==> src/morse_pkg.sv <==
package morse_pkg;

  localparam int unsigned MaxSymbols = 6;
  localparam int unsigned LenWidth   = 3;
  localparam int unsigned PatWidth   = 7;
  localparam logic [7:0]  FoldOffset = 8'd32;

  localparam logic [1:0] SymDot  = 2'd0;
  localparam logic [1:0] SymDash = 2'd1;
  localparam logic [1:0] SymGap  = 2'd2;

  typedef struct packed {
    logic [7:0] char_code;
    logic       end_of_message;
  } morse_in_t;

  typedef struct packed {
    logic [1:0] symbol;
    logic       unsupported;
    logic       last_of_char;
  } morse_out_t;

  // One classified character: symbols in emission order, first one in bit 0.
  typedef struct packed {
    logic                  unsupported;
    logic [LenWidth-1:0]   len;
    logic [MaxSymbols-1:0] syms;
  } morse_entry_t;

  // Returns the marker-prefixed pattern, or zero for a character outside the code.
  function automatic logic [PatWidth-1:0] morse_lookup(input logic [7:0] ch);
    logic [PatWidth-1:0] pat;
    pat = '0;
    unique case (ch)
      8'h41: pat = 7'd5;
      8'h42: pat = 7'd24;
      8'h43: pat = 7'd26;
      8'h44: pat = 7'd12;
      8'h45: pat = 7'd2;
      8'h46: pat = 7'd18;
      8'h47: pat = 7'd14;
      8'h48: pat = 7'd16;
      8'h49: pat = 7'd4;
      8'h4A: pat = 7'd23;
      8'h4B: pat = 7'd13;
      8'h4C: pat = 7'd20;
      8'h4D: pat = 7'd7;
      8'h4E: pat = 7'd6;
      8'h4F: pat = 7'd15;
      8'h50: pat = 7'd22;
      8'h51: pat = 7'd29;
      8'h52: pat = 7'd10;
      8'h53: pat = 7'd8;
      8'h54: pat = 7'd3;
      8'h55: pat = 7'd9;
      8'h56: pat = 7'd17;
      8'h57: pat = 7'd11;
      8'h58: pat = 7'd25;
      8'h59: pat = 7'd27;
      8'h5A: pat = 7'd28;
      8'h30: pat = 7'd63;
      8'h31: pat = 7'd47;
      8'h32: pat = 7'd39;
      8'h33: pat = 7'd35;
      8'h34: pat = 7'd33;
      8'h35: pat = 7'd32;
      8'h36: pat = 7'd48;
      8'h37: pat = 7'd56;
      8'h38: pat = 7'd60;
      8'h39: pat = 7'd62;
      8'h2E: pat = 7'd85;
      8'h2C: pat = 7'd115;
      8'h3F: pat = 7'd76;
      8'h21: pat = 7'd107;
      8'h2F: pat = 7'd50;
      8'h2D: pat = 7'd97;
      8'h2B: pat = 7'd42;
      8'h3D: pat = 7'd49;
      8'h3A: pat = 7'd120;
      8'h3B: pat = 7'd106;
      8'h28: pat = 7'd54;
      8'h29: pat = 7'd109;
      8'h26: pat = 7'd40;
      8'h40: pat = 7'd90;
      8'h27: pat = 7'd94;
      8'h22: pat = 7'd82;
      8'h5F: pat = 7'd77;
      default: pat = '0;
    endcase
    return pat;
  endfunction

endpackage

==> src/morse_front.sv <==
module morse_front (
  input  logic                    clk_i,
  input  logic                    rst_ni,
  input  logic                    in_valid_i,
  output logic                    in_stall_o,
  input  morse_pkg::morse_in_t    in_word_i,
  input  logic                    q_full_i,
  output logic                    q_push_o,
  output morse_pkg::morse_entry_t q_entry_o
);
  import morse_pkg::*;

  logic                  halted_q, halted_d;
  logic                  accept;
  logic [7:0]            ch;
  logic [PatWidth-1:0]   pat;
  logic [LenWidth-1:0]   len;
  logic [MaxSymbols-1:0] syms;

  assign in_stall_o = q_full_i;
  assign accept     = in_valid_i && !q_full_i;

  always_comb begin
    ch = in_word_i.char_code;
    if (ch >= 8'h61 && ch <= 8'h7A) begin
      ch = ch - FoldOffset;
    end
  end

  assign pat = morse_lookup(ch);

  always_comb begin
    priority if (pat[6]) begin
      len = LenWidth'(6);
    end else if (pat[5]) begin
      len = LenWidth'(5);
    end else if (pat[4]) begin
      len = LenWidth'(4);
    end else if (pat[3]) begin
      len = LenWidth'(3);
    end else if (pat[2]) begin
      len = LenWidth'(2);
    end else begin
      len = LenWidth'(1);
    end
  end

  // The first symbol sits just below the marker bit.
  always_comb begin
    for (int k = 0; k < MaxSymbols; k++) begin
      if (LenWidth'(k) < len) begin
        syms[k] = pat[len - LenWidth'(k) - LenWidth'(1)];
      end else begin
        syms[k] = 1'b0;
      end
    end
  end

  assign q_entry_o.unsupported = (pat == '0);
  assign q_entry_o.len         = len;
  assign q_entry_o.syms        = syms;
  assign q_push_o              = accept && !halted_q;

  always_comb begin
    halted_d = halted_q;
    if (accept) begin
      if (halted_q) begin
        halted_d = !in_word_i.end_of_message;
      end else begin
        halted_d = (pat == '0) && !in_word_i.end_of_message;
      end
    end
  end

  always_ff @(posedge clk_i or negedge rst_ni) begin
    if (!rst_ni) begin
      halted_q <= 1'b0;
    end else begin
      halted_q <= halted_d;
    end
  end

endmodule

==> src/morse_queue.sv <==
module morse_queue #(
  parameter int unsigned Depth = 4
) (
  input  logic                    clk_i,
  input  logic                    rst_ni,
  input  logic                    push_i,
  input  morse_pkg::morse_entry_t push_entry_i,
  output logic                    full_o,
  input  logic                    pop_i,
  output logic                    head_valid_o,
  output morse_pkg::morse_entry_t head_entry_o
);
  import morse_pkg::*;

  localparam int unsigned AddrWidth = (Depth > 1) ? $clog2(Depth) : 1;
  localparam int unsigned CntWidth  = $clog2(Depth + 1);

  morse_entry_t         mem_q [Depth];
  logic [AddrWidth-1:0] wr_ptr_q, wr_ptr_d;
  logic [AddrWidth-1:0] rd_ptr_q, rd_ptr_d;
  logic [CntWidth-1:0]  cnt_q, cnt_d;
  logic                 do_push, do_pop;

  assign full_o       = (cnt_q == CntWidth'(Depth));
  assign head_valid_o = (cnt_q != '0);
  assign head_entry_o = mem_q[rd_ptr_q];
  assign do_push      = push_i && !full_o;
  assign do_pop       = pop_i && head_valid_o;

  always_comb begin
    wr_ptr_d = wr_ptr_q;
    rd_ptr_d = rd_ptr_q;
    if (do_push) begin
      wr_ptr_d = (wr_ptr_q == AddrWidth'(Depth - 1)) ? '0 : wr_ptr_q + AddrWidth'(1);
    end
    if (do_pop) begin
      rd_ptr_d = (rd_ptr_q == AddrWidth'(Depth - 1)) ? '0 : rd_ptr_q + AddrWidth'(1);
    end
    cnt_d = cnt_q + CntWidth'(do_push) - CntWidth'(do_pop);
  end

  always_ff @(posedge clk_i) begin
    if (do_push) begin
      mem_q[wr_ptr_q] <= push_entry_i;
    end
  end

  always_ff @(posedge clk_i or negedge rst_ni) begin
    if (!rst_ni) begin
      wr_ptr_q <= '0;
      rd_ptr_q <= '0;
      cnt_q    <= '0;
    end else begin
      wr_ptr_q <= wr_ptr_d;
      rd_ptr_q <= rd_ptr_d;
      cnt_q    <= cnt_d;
    end
  end

endmodule

==> src/morse_back.sv <==
module morse_back (
  input  logic                    clk_i,
  input  logic                    rst_ni,
  input  logic                    head_valid_i,
  input  morse_pkg::morse_entry_t head_entry_i,
  output logic                    pop_o,
  output logic                    out_valid_o,
  input  logic                    out_stall_i,
  output morse_pkg::morse_out_t   out_word_o
);
  import morse_pkg::*;

  logic                out_valid_q, out_valid_d;
  morse_out_t          out_q, out_d;
  logic [LenWidth-1:0] idx_q, idx_d;
  logic                load;

  assign load = !out_valid_q || !out_stall_i;

  always_comb begin
    out_valid_d = out_valid_q;
    out_d       = out_q;
    idx_d       = idx_q;
    pop_o       = 1'b0;
    if (load) begin
      out_valid_d = head_valid_i;
      if (head_valid_i) begin
        if (head_entry_i.unsupported) begin
          out_d = '{symbol: SymDot, unsupported: 1'b1, last_of_char: 1'b1};
          pop_o = 1'b1;
          idx_d = '0;
        end else if (idx_q < head_entry_i.len) begin
          out_d.symbol       = head_entry_i.syms[idx_q] ? SymDash : SymDot;
          out_d.unsupported  = 1'b0;
          out_d.last_of_char = 1'b0;
          idx_d = idx_q + LenWidth'(1);
        end else begin
          out_d = '{symbol: SymGap, unsupported: 1'b0, last_of_char: 1'b1};
          pop_o = 1'b1;
          idx_d = '0;
        end
      end
    end
  end

  always_ff @(posedge clk_i) begin
    out_q <= out_d;
  end

  always_ff @(posedge clk_i or negedge rst_ni) begin
    if (!rst_ni) begin
      out_valid_q <= 1'b0;
      idx_q       <= '0;
    end else begin
      out_valid_q <= out_valid_d;
      idx_q       <= idx_d;
    end
  end

  assign out_valid_o = out_valid_q;
  assign out_word_o  = out_q;

endmodule

==> src/morse_encoder.sv <==
// Channel   Direction  Handshake               Word
// input     in         in_valid_i / in_stall_o  char_code, end_of_message
// output    out        out_valid_o / out_stall_i symbol, unsupported, last_of_char
//
// A character occupies the output for its symbols followed by one gap word.
// An unsupported character yields a single word marked unsupported; characters dropped while halted yield none there.
// Unstalled, the output register issues one word per cycle; input runs ahead by QueueDepth.
// Reset clears the halt flag, the queue and the output valid.
// Input stalls only while the queue is full.
module morse_encoder #(
  parameter int unsigned QueueDepth = 4
) (
  input  logic                  clk_i,
  input  logic                  rst_ni,
  input  logic                  in_valid_i,
  output logic                  in_stall_o,
  input  morse_pkg::morse_in_t  in_word_i,
  output logic                  out_valid_o,
  input  logic                  out_stall_i,
  output morse_pkg::morse_out_t out_word_o
);
  import morse_pkg::*;

  logic         q_push, q_full, q_pop, q_head_valid;
  morse_entry_t q_entry, q_head;

  morse_front u_front (
    .clk_i      (clk_i),
    .rst_ni     (rst_ni),
    .in_valid_i (in_valid_i),
    .in_stall_o (in_stall_o),
    .in_word_i  (in_word_i),
    .q_full_i   (q_full),
    .q_push_o   (q_push),
    .q_entry_o  (q_entry)
  );

  morse_queue #(
    .Depth (QueueDepth)
  ) u_queue (
    .clk_i        (clk_i),
    .rst_ni       (rst_ni),
    .push_i       (q_push),
    .push_entry_i (q_entry),
    .full_o       (q_full),
    .pop_i        (q_pop),
    .head_valid_o (q_head_valid),
    .head_entry_o (q_head)
  );

  morse_back u_back (
    .clk_i        (clk_i),
    .rst_ni       (rst_ni),
    .head_valid_i (q_head_valid),
    .head_entry_i (q_head),
    .pop_o        (q_pop),
    .out_valid_o  (out_valid_o),
    .out_stall_i  (out_stall_i),
    .out_word_o   (out_word_o)
  );

endmodule
==> config.mk <==
export PLATFORM = sky130hd
export DESIGN_NAME = morse_encoder
export DESIGN_NICKNAME = d
export VERILOG_FILES = /design/src/morse_pkg.sv /design/src/morse_front.sv /design/src/morse_queue.sv /design/src/morse_back.sv /design/src/morse_encoder.sv
export SDC_FILE = /design/constraint.sdc
export NUM_CORES = 1
export LEC_CHECK = 0
export BUFFER_PORTS_ARGS = -buffer_cell sky130_fd_sc_hd__buf_2
export CORE_MARGIN = 1
export CORE_UTILIZATION = 45
export DETAILED_ROUTE_END_ITERATION = 16
export PLACE_DENSITY = 0.64
export SYNTH_ARGS = -nofsm -noshare
export SYNTH_HDL_FRONTEND = slang
export SYNTH_HIERARCHICAL = 1
export SYNTH_SLANG_ARGS = --single-unit
==> constraint.sdc <==
create_clock -name clk_i -period 4.05 [get_ports clk_i]
set_input_delay 0.405 -clock clk_i [delete_from_list [all_inputs] [get_ports clk_i]]
set_output_delay 0.405 -clock clk_i [all_outputs]
set_load 0.005 [all_outputs]
## Word level (Yosys, flattened, before mapping)

Memory sizes are Yosys's and may differ from the RTL's.
Index checks and enable logic that the tools add are counted.

| operators by class | value |
|---|---|
| add/subtract/negate cells | 16 |
| multiply operators | 0 |
| divide/modulo/power cells | 0 |
| $lt $le $gt $ge | 16 |
| equality and inequality tests | 3 |
| shifts and indexed selects | 0 |
| mux-type cells | 40 |
| bitwise gates (word level) | 1 |
| reductions and logical operators | 16 |

Operator list:

| operator | count |
|---|---|
| 3-bit by 4-bit < comparator with 1-bit output (second input constant) | 7 |
| 1-bit binary-select mux with 3-bit select | 7 |
| 1-bit two-way mux | 21 |
| 3-bit two-way mux | 6 |
| 3-bit by 1-bit subtractor with 3-bit output (second input constant) | 6 |
| 8-bit by 7-bit >= comparator with 1-bit output (second input constant) | 1 |
| 8-bit by 7-bit less-or-equal comparator with 1-bit output (second input constant) | 1 |
| 8-bit two-way mux | 1 |
| 8-bit by 6-bit subtractor with 8-bit output (second input constant) | 1 |
| 7-bit logical NOT | 1 |
| 7-bit two-way mux | 1 |
| 1-bit logical AND | 6 |
| 1-bit by 3-bit < comparator with 1-bit output (first input constant) | 2 |
| 2-bit by 3-bit < comparator with 1-bit output (first input constant) | 2 |
| 3-bit < comparator (first input constant) | 2 |
| 2-bit two-way mux | 3 |
| 3-bit by 2-bit subtractor with 3-bit output (second input constant) | 2 |
| 3-bit subtractor (second input constant) | 2 |
| 1-bit logical NOT | 5 |
| 2-bit by 1-bit adder with 2-bit output (second input constant) | 2 |
| 2-bit equality test (second input constant) | 2 |
| 4-bit two-way mux | 1 |
| 3-bit by 1-bit adder with 3-bit output | 1 |
| 3-bit by 1-bit adder with 3-bit output (second input constant) | 1 |
| other kinds (8) | 8 |

| storage, ports and cells | value |
|---|---|
| bits in registers | 16 |
| latch bits | 0 |
| RAM bits | 40 |
| memory bits (read-only) | 896 |
| bits of input ports | 13 |
| logic and storage cells | 104 |
| memories kept | 2 |

Memory list:

| name | depth | width | rd ports | clocked after Yosys merged registers in | wr ports | RTL line | text |
|---|---|---|---|---|---|---|---|
| (no name shown) | 128 | 7 | 1 | 0 | 0 | morse_pkg.sv:34 | `unique case (ch)` |
| u_queue.mem_q | 4 | 10 | 1 | 0 | 1 | morse_queue.sv:18 | `morse_entry_t mem_q [Depth];` |

## Logic depth before layout (Yosys ltp)

An unclocked memory read counts as a cell.

| logic depth | value |
|---|---|
| depth in word-level cells | 15 |
| mapped depth | 15 |
| depth with buffers taken out | 14 |

## Modules after synthesis

The synthesis kept the hierarchy.

Modules (own cells, without submodules):

| module | instances | cells an instance | area an instance (um2) |
|---|---|---|---|
| morse_queue | 1 | 90 | 1893.1 |
| morse_front | 1 | 208 | 1486.4 |
| morse_back | 1 | 38 | 460.4 |

## Worst setup path after synthesis

OpenSTA, ideal clock, no wires.

| timing path | value |
|---|---|
| path type | in2reg |
| start point | input in_word_i[2] in the netlist's numbering |
| end point | memory u_queue/mem_q[0][2] in the netlist's numbering (data pin) |
| setup time | 0.250 ns |
| arrival | 3.433 ns |
| path slack | 0.367 ns |
| stages | 15 |
| path buffers | 1 |
| path through | clkbuf_1 > inv_1 > ha_1 > or2_2 > a311oi_2 > a32oi_1 > a211o_1 > o31ai_4 > or2_4 > inv_1 > ha_1 > inv_1 > o21ai_0 > o211a_1 > nor4b_1 |

RTL lines:

| item | RTL line | text |
|---|---|---|
| start: declaration | morse_encoder.sv:17 | `input morse_pkg::morse_in_t in_word_i,` |
| end: declaration | morse_queue.sv:18 |  |

==> metrics.txt <==
cell area after synthesis 0.00384 sq mm; switching pwr 0.697 mW; IO Pins 19; I/O Buffers 18; Largest stage delay, worst path 350 ps; H-tree depth 2; # clock sinks 56; Pleak roughly 1.6 nW; Post-route DRC 0; antenna violations before repair 0; Worst setup SP type input port; critical path type in2reg; Post-synth EDFFs 44; Gate Count Post-Synth 336; endpoints failing hold 0; footprint of the multi-input gates 0.00202 sq mm; register area share after synthesis 0.422; Die H 94.4 microns; hold buffer count at CTS 1; first-pass GRT wire length between 10000 and 15000 microns; drt first pass iters 5; via count roughly 2700; FILL cells 745; synthesized net count ~370; die area 0.00891 sq mm; crit-path cells buf_2 > inv_1 > ha_1 > or2_2 > a311oi_2 > a32oi_1 > a211o_1 > o31ai_4 > or2_4 > inv_1 > ha_1 > inv_1 > o21ai_0 > o211a_1 > nor4b_1 > buf_4; Synth warnings 6; # Max-Cap Violations 0; Syn Area/Cell 11.4 sq um; layout cells sized above 1 0.221; Inserted Diodes 0; f_max around 280 MHz; crit share post-route 0.887; TNS Setup 0 ps; Initial Utilization 0.467; fin util 0.500; Core Region between 0.008 and 0.009 sq mm; Layout Nets 389; pin slew with the least headroom to its limit roughly 650 ps; crit end category flop; share of total power in combinational logic 0.430; synthesis-stage register bit count 56; synth unique cells between 70 and 80; Area growth syn-to-layout 6.91%; drt initial violations 176; RSZ-0062 raised after global routing no; switch share 0.339; setup violators final 0; slowest CP cell a211o_1; Internal around 1.4 mW; run status complete, no violations; post-route ant nets 0; Avg WL per Cell 16.7 microns; Reg clk slew, reported paths 90 ps; routability cong. 0.882; CTS tree done; VDD IR max 0.256 mV; WP buf/inv 5; Post-CTS Setup Bufs 0; Hold Path Class in2reg; Slew Limit Fails 0; Reg area 0.00162 sq mm; post-route clock skew 12.6 ps; largest delay contributor family on the critical path compound AO/OA/AOI/OAI gates; vias in the first global route roughly 2500; Worst Path Max Fanout 17; CP required 4230 ps; post-layout minimum cycle time 3590 ps; cell mode on critical path inv_1; grt ovf 0; post-CTS sizing 0; total CTS buffers 5; Die Span X approximately 94 microns; Total Wirelength 7660 microns; largest net degree at the start of global routing 35; Avg Vias per Cell between 5 and 6; Async S/R FF share, synth 0.214; Max Buffers Root-to-Sink 2; GRT Overall Usage 0.183; Clk network pwr share 0.151; Clock Latency Late Sink 310 ps; DP HPWL about 5700 microns; ys flop type edfxtp_1; sequential share of power 0.419; Critical Path AT between 3000 and 4000 ps; root buffer cell clkbuf_8; Rows 33; Pwr Density 501 mW/mm^2; normalized max-slew margin 0.558
-- cell usage after synthesis, drive strengths merged, types with 3 or more instances --
library cell | count | share of area
or2 | 3 | 0.0055
mux4 | 13 | 0.077
edfxtp | 44 | 0.34
nor2b | 9 | 0.015
nor3 | 9 | 0.013
a21o | 3 | 0.0059
xnor2 | 3 | 0.0068
a221oi | 4 | 0.0091
mux2i | 6 | 0.016
a32o | 3 | 0.0078
and3 | 7 | 0.013
a211oi | 4 | 0.0091
a2111oi | 3 | 0.0085
nand2b | 9 | 0.017
dfrtp | 12 | 0.078
a21oi | 16 | 0.021
buf | 14 | 0.026
a32oi | 3 | 0.0068
o2bb2ai | 3 | 0.0068
nand3b | 3 | 0.0059
nor4 | 4 | 0.0081
ha | 23 | 0.075
a211o | 3 | 0.0068
o21ai | 15 | 0.021
mux2 | 6 | 0.021
clkbuf | 3 | 0.0029
nor2 | 19 | 0.019
nand3 | 3 | 0.0039
and2 | 5 | 0.0081
nand2 | 22 | 0.023
inv | 23 | 0.022
a31oi | 5 | 0.011
-- logic make-up (layout without fill, tap and decap cells) --
kind of cell,after synthesis,count (layout),share of synthesized area
simple gates,102,102,0.151
compound gates,85,85,0.174
flops,56,56,0.422
buf+inv,41,58,0.0528
mux,25,25,0.113
fa+ha+maj,24,24,0.0802
xor+xnor,3,3,0.00684
-- final cells by class --
cell class	instances	area share
repair buffers	26	0.0372
inverters	24	0.0219
flip-flops and latches	56	0.395
clock buffers	7	0.0210
well taps	105	0.0320
clock inverters	1	0.00183
multi-input cells	239	0.491
-- placed cells by master (no fill, tap or decap), types with 7 or more instances in the layout --
master / Yosys / layout
nor3_1: 8 / 8
nor2_1: 19 / 19
nand2_1: 21 / 21
edfxtp_1: 44 / 44
buf_2: 6 / 18
inv_1: 22 / 22
ha_1: 23 / 23
nor2b_1: 9 / 9
dfrtp_1: 12 / 12
buf_4: 5 / 7
nand2b_1: 8 / 8
a21oi_1: 16 / 16
mux4_2: 12 / 12
o21ai_0: 9 / 9
-- power groups by stage --
stage                     clock [mW]  sequential (mW)  combinational (mW)
after floorplan                    0            0.858               0.693
after global placement             0            0.869               0.867
after detailed placement           0            0.875               0.887
after CTS                      0.322            0.862               0.891
after global routing           0.338            0.880               0.993
final                          0.311            0.860               0.884
-- worst paths after layout --
kind | startpoint | endpoint | slack (ps) | depth (start not counted)
setup reg to reg | u_queue/rd_ptr_q[0] | u_queue/cnt_q[2] | 530 | 14
max in group asynchronous | rst_ni | u_queue/wr_ptr_q[1] | 3300 | 2
hold / removal | in_word_i[0] | u_front/halted_q | 270 | 2
hold reg to reg | u_back/out_valid_o | u_back/out_valid_o | 520 | 1
setup / recovery | in_word_i[2] | u_queue/mem_q[3][2] | 460 | 16
min in group asynchronous | rst_ni | u_back/idx_q[2] | 510 | 2
-- layer usage --
layer	vias up	part of all wire	routed length (microns)	global-route usage
met1	1278	0.49	3730	0.261
met2	61	0.47	3570	0.292
met4	0	0.0099	76	0.0372
met3	9	0.037	287	0.0314
met5	-	0	0	0
li1	1307	-	-	-
-- metrics by stage --
stage	instance area, sq um	hold WS (ps)	cells	setup WS [ps]	power [mW]
floorplan	3840	109	336	367	1.55
global placement	4000	300	449	245	1.74
detailed placement	4000	305	449	185	1.76
CTS	4110	258	458	484	2.07
global route	4110	263	458	141	2.21
finish	4110	270	458	456	2.06
-- sequential cells by signal, summed over array words and instances, names as in the netlist --
| signal | count |
|---|---|
| u_front/halted_q | 1 |
| u_queue/rd_ptr_q | 2 |
| u_queue/wr_ptr_q | 2 |
| u_back/out_word_o | 4 |
| u_queue/mem_q | 40 |
| u_back/idx_q | 3 |
| u_queue/cnt_q | 3 |
| u_back/out_valid_o | 1 |
Power figures use the tool's default switching activity.
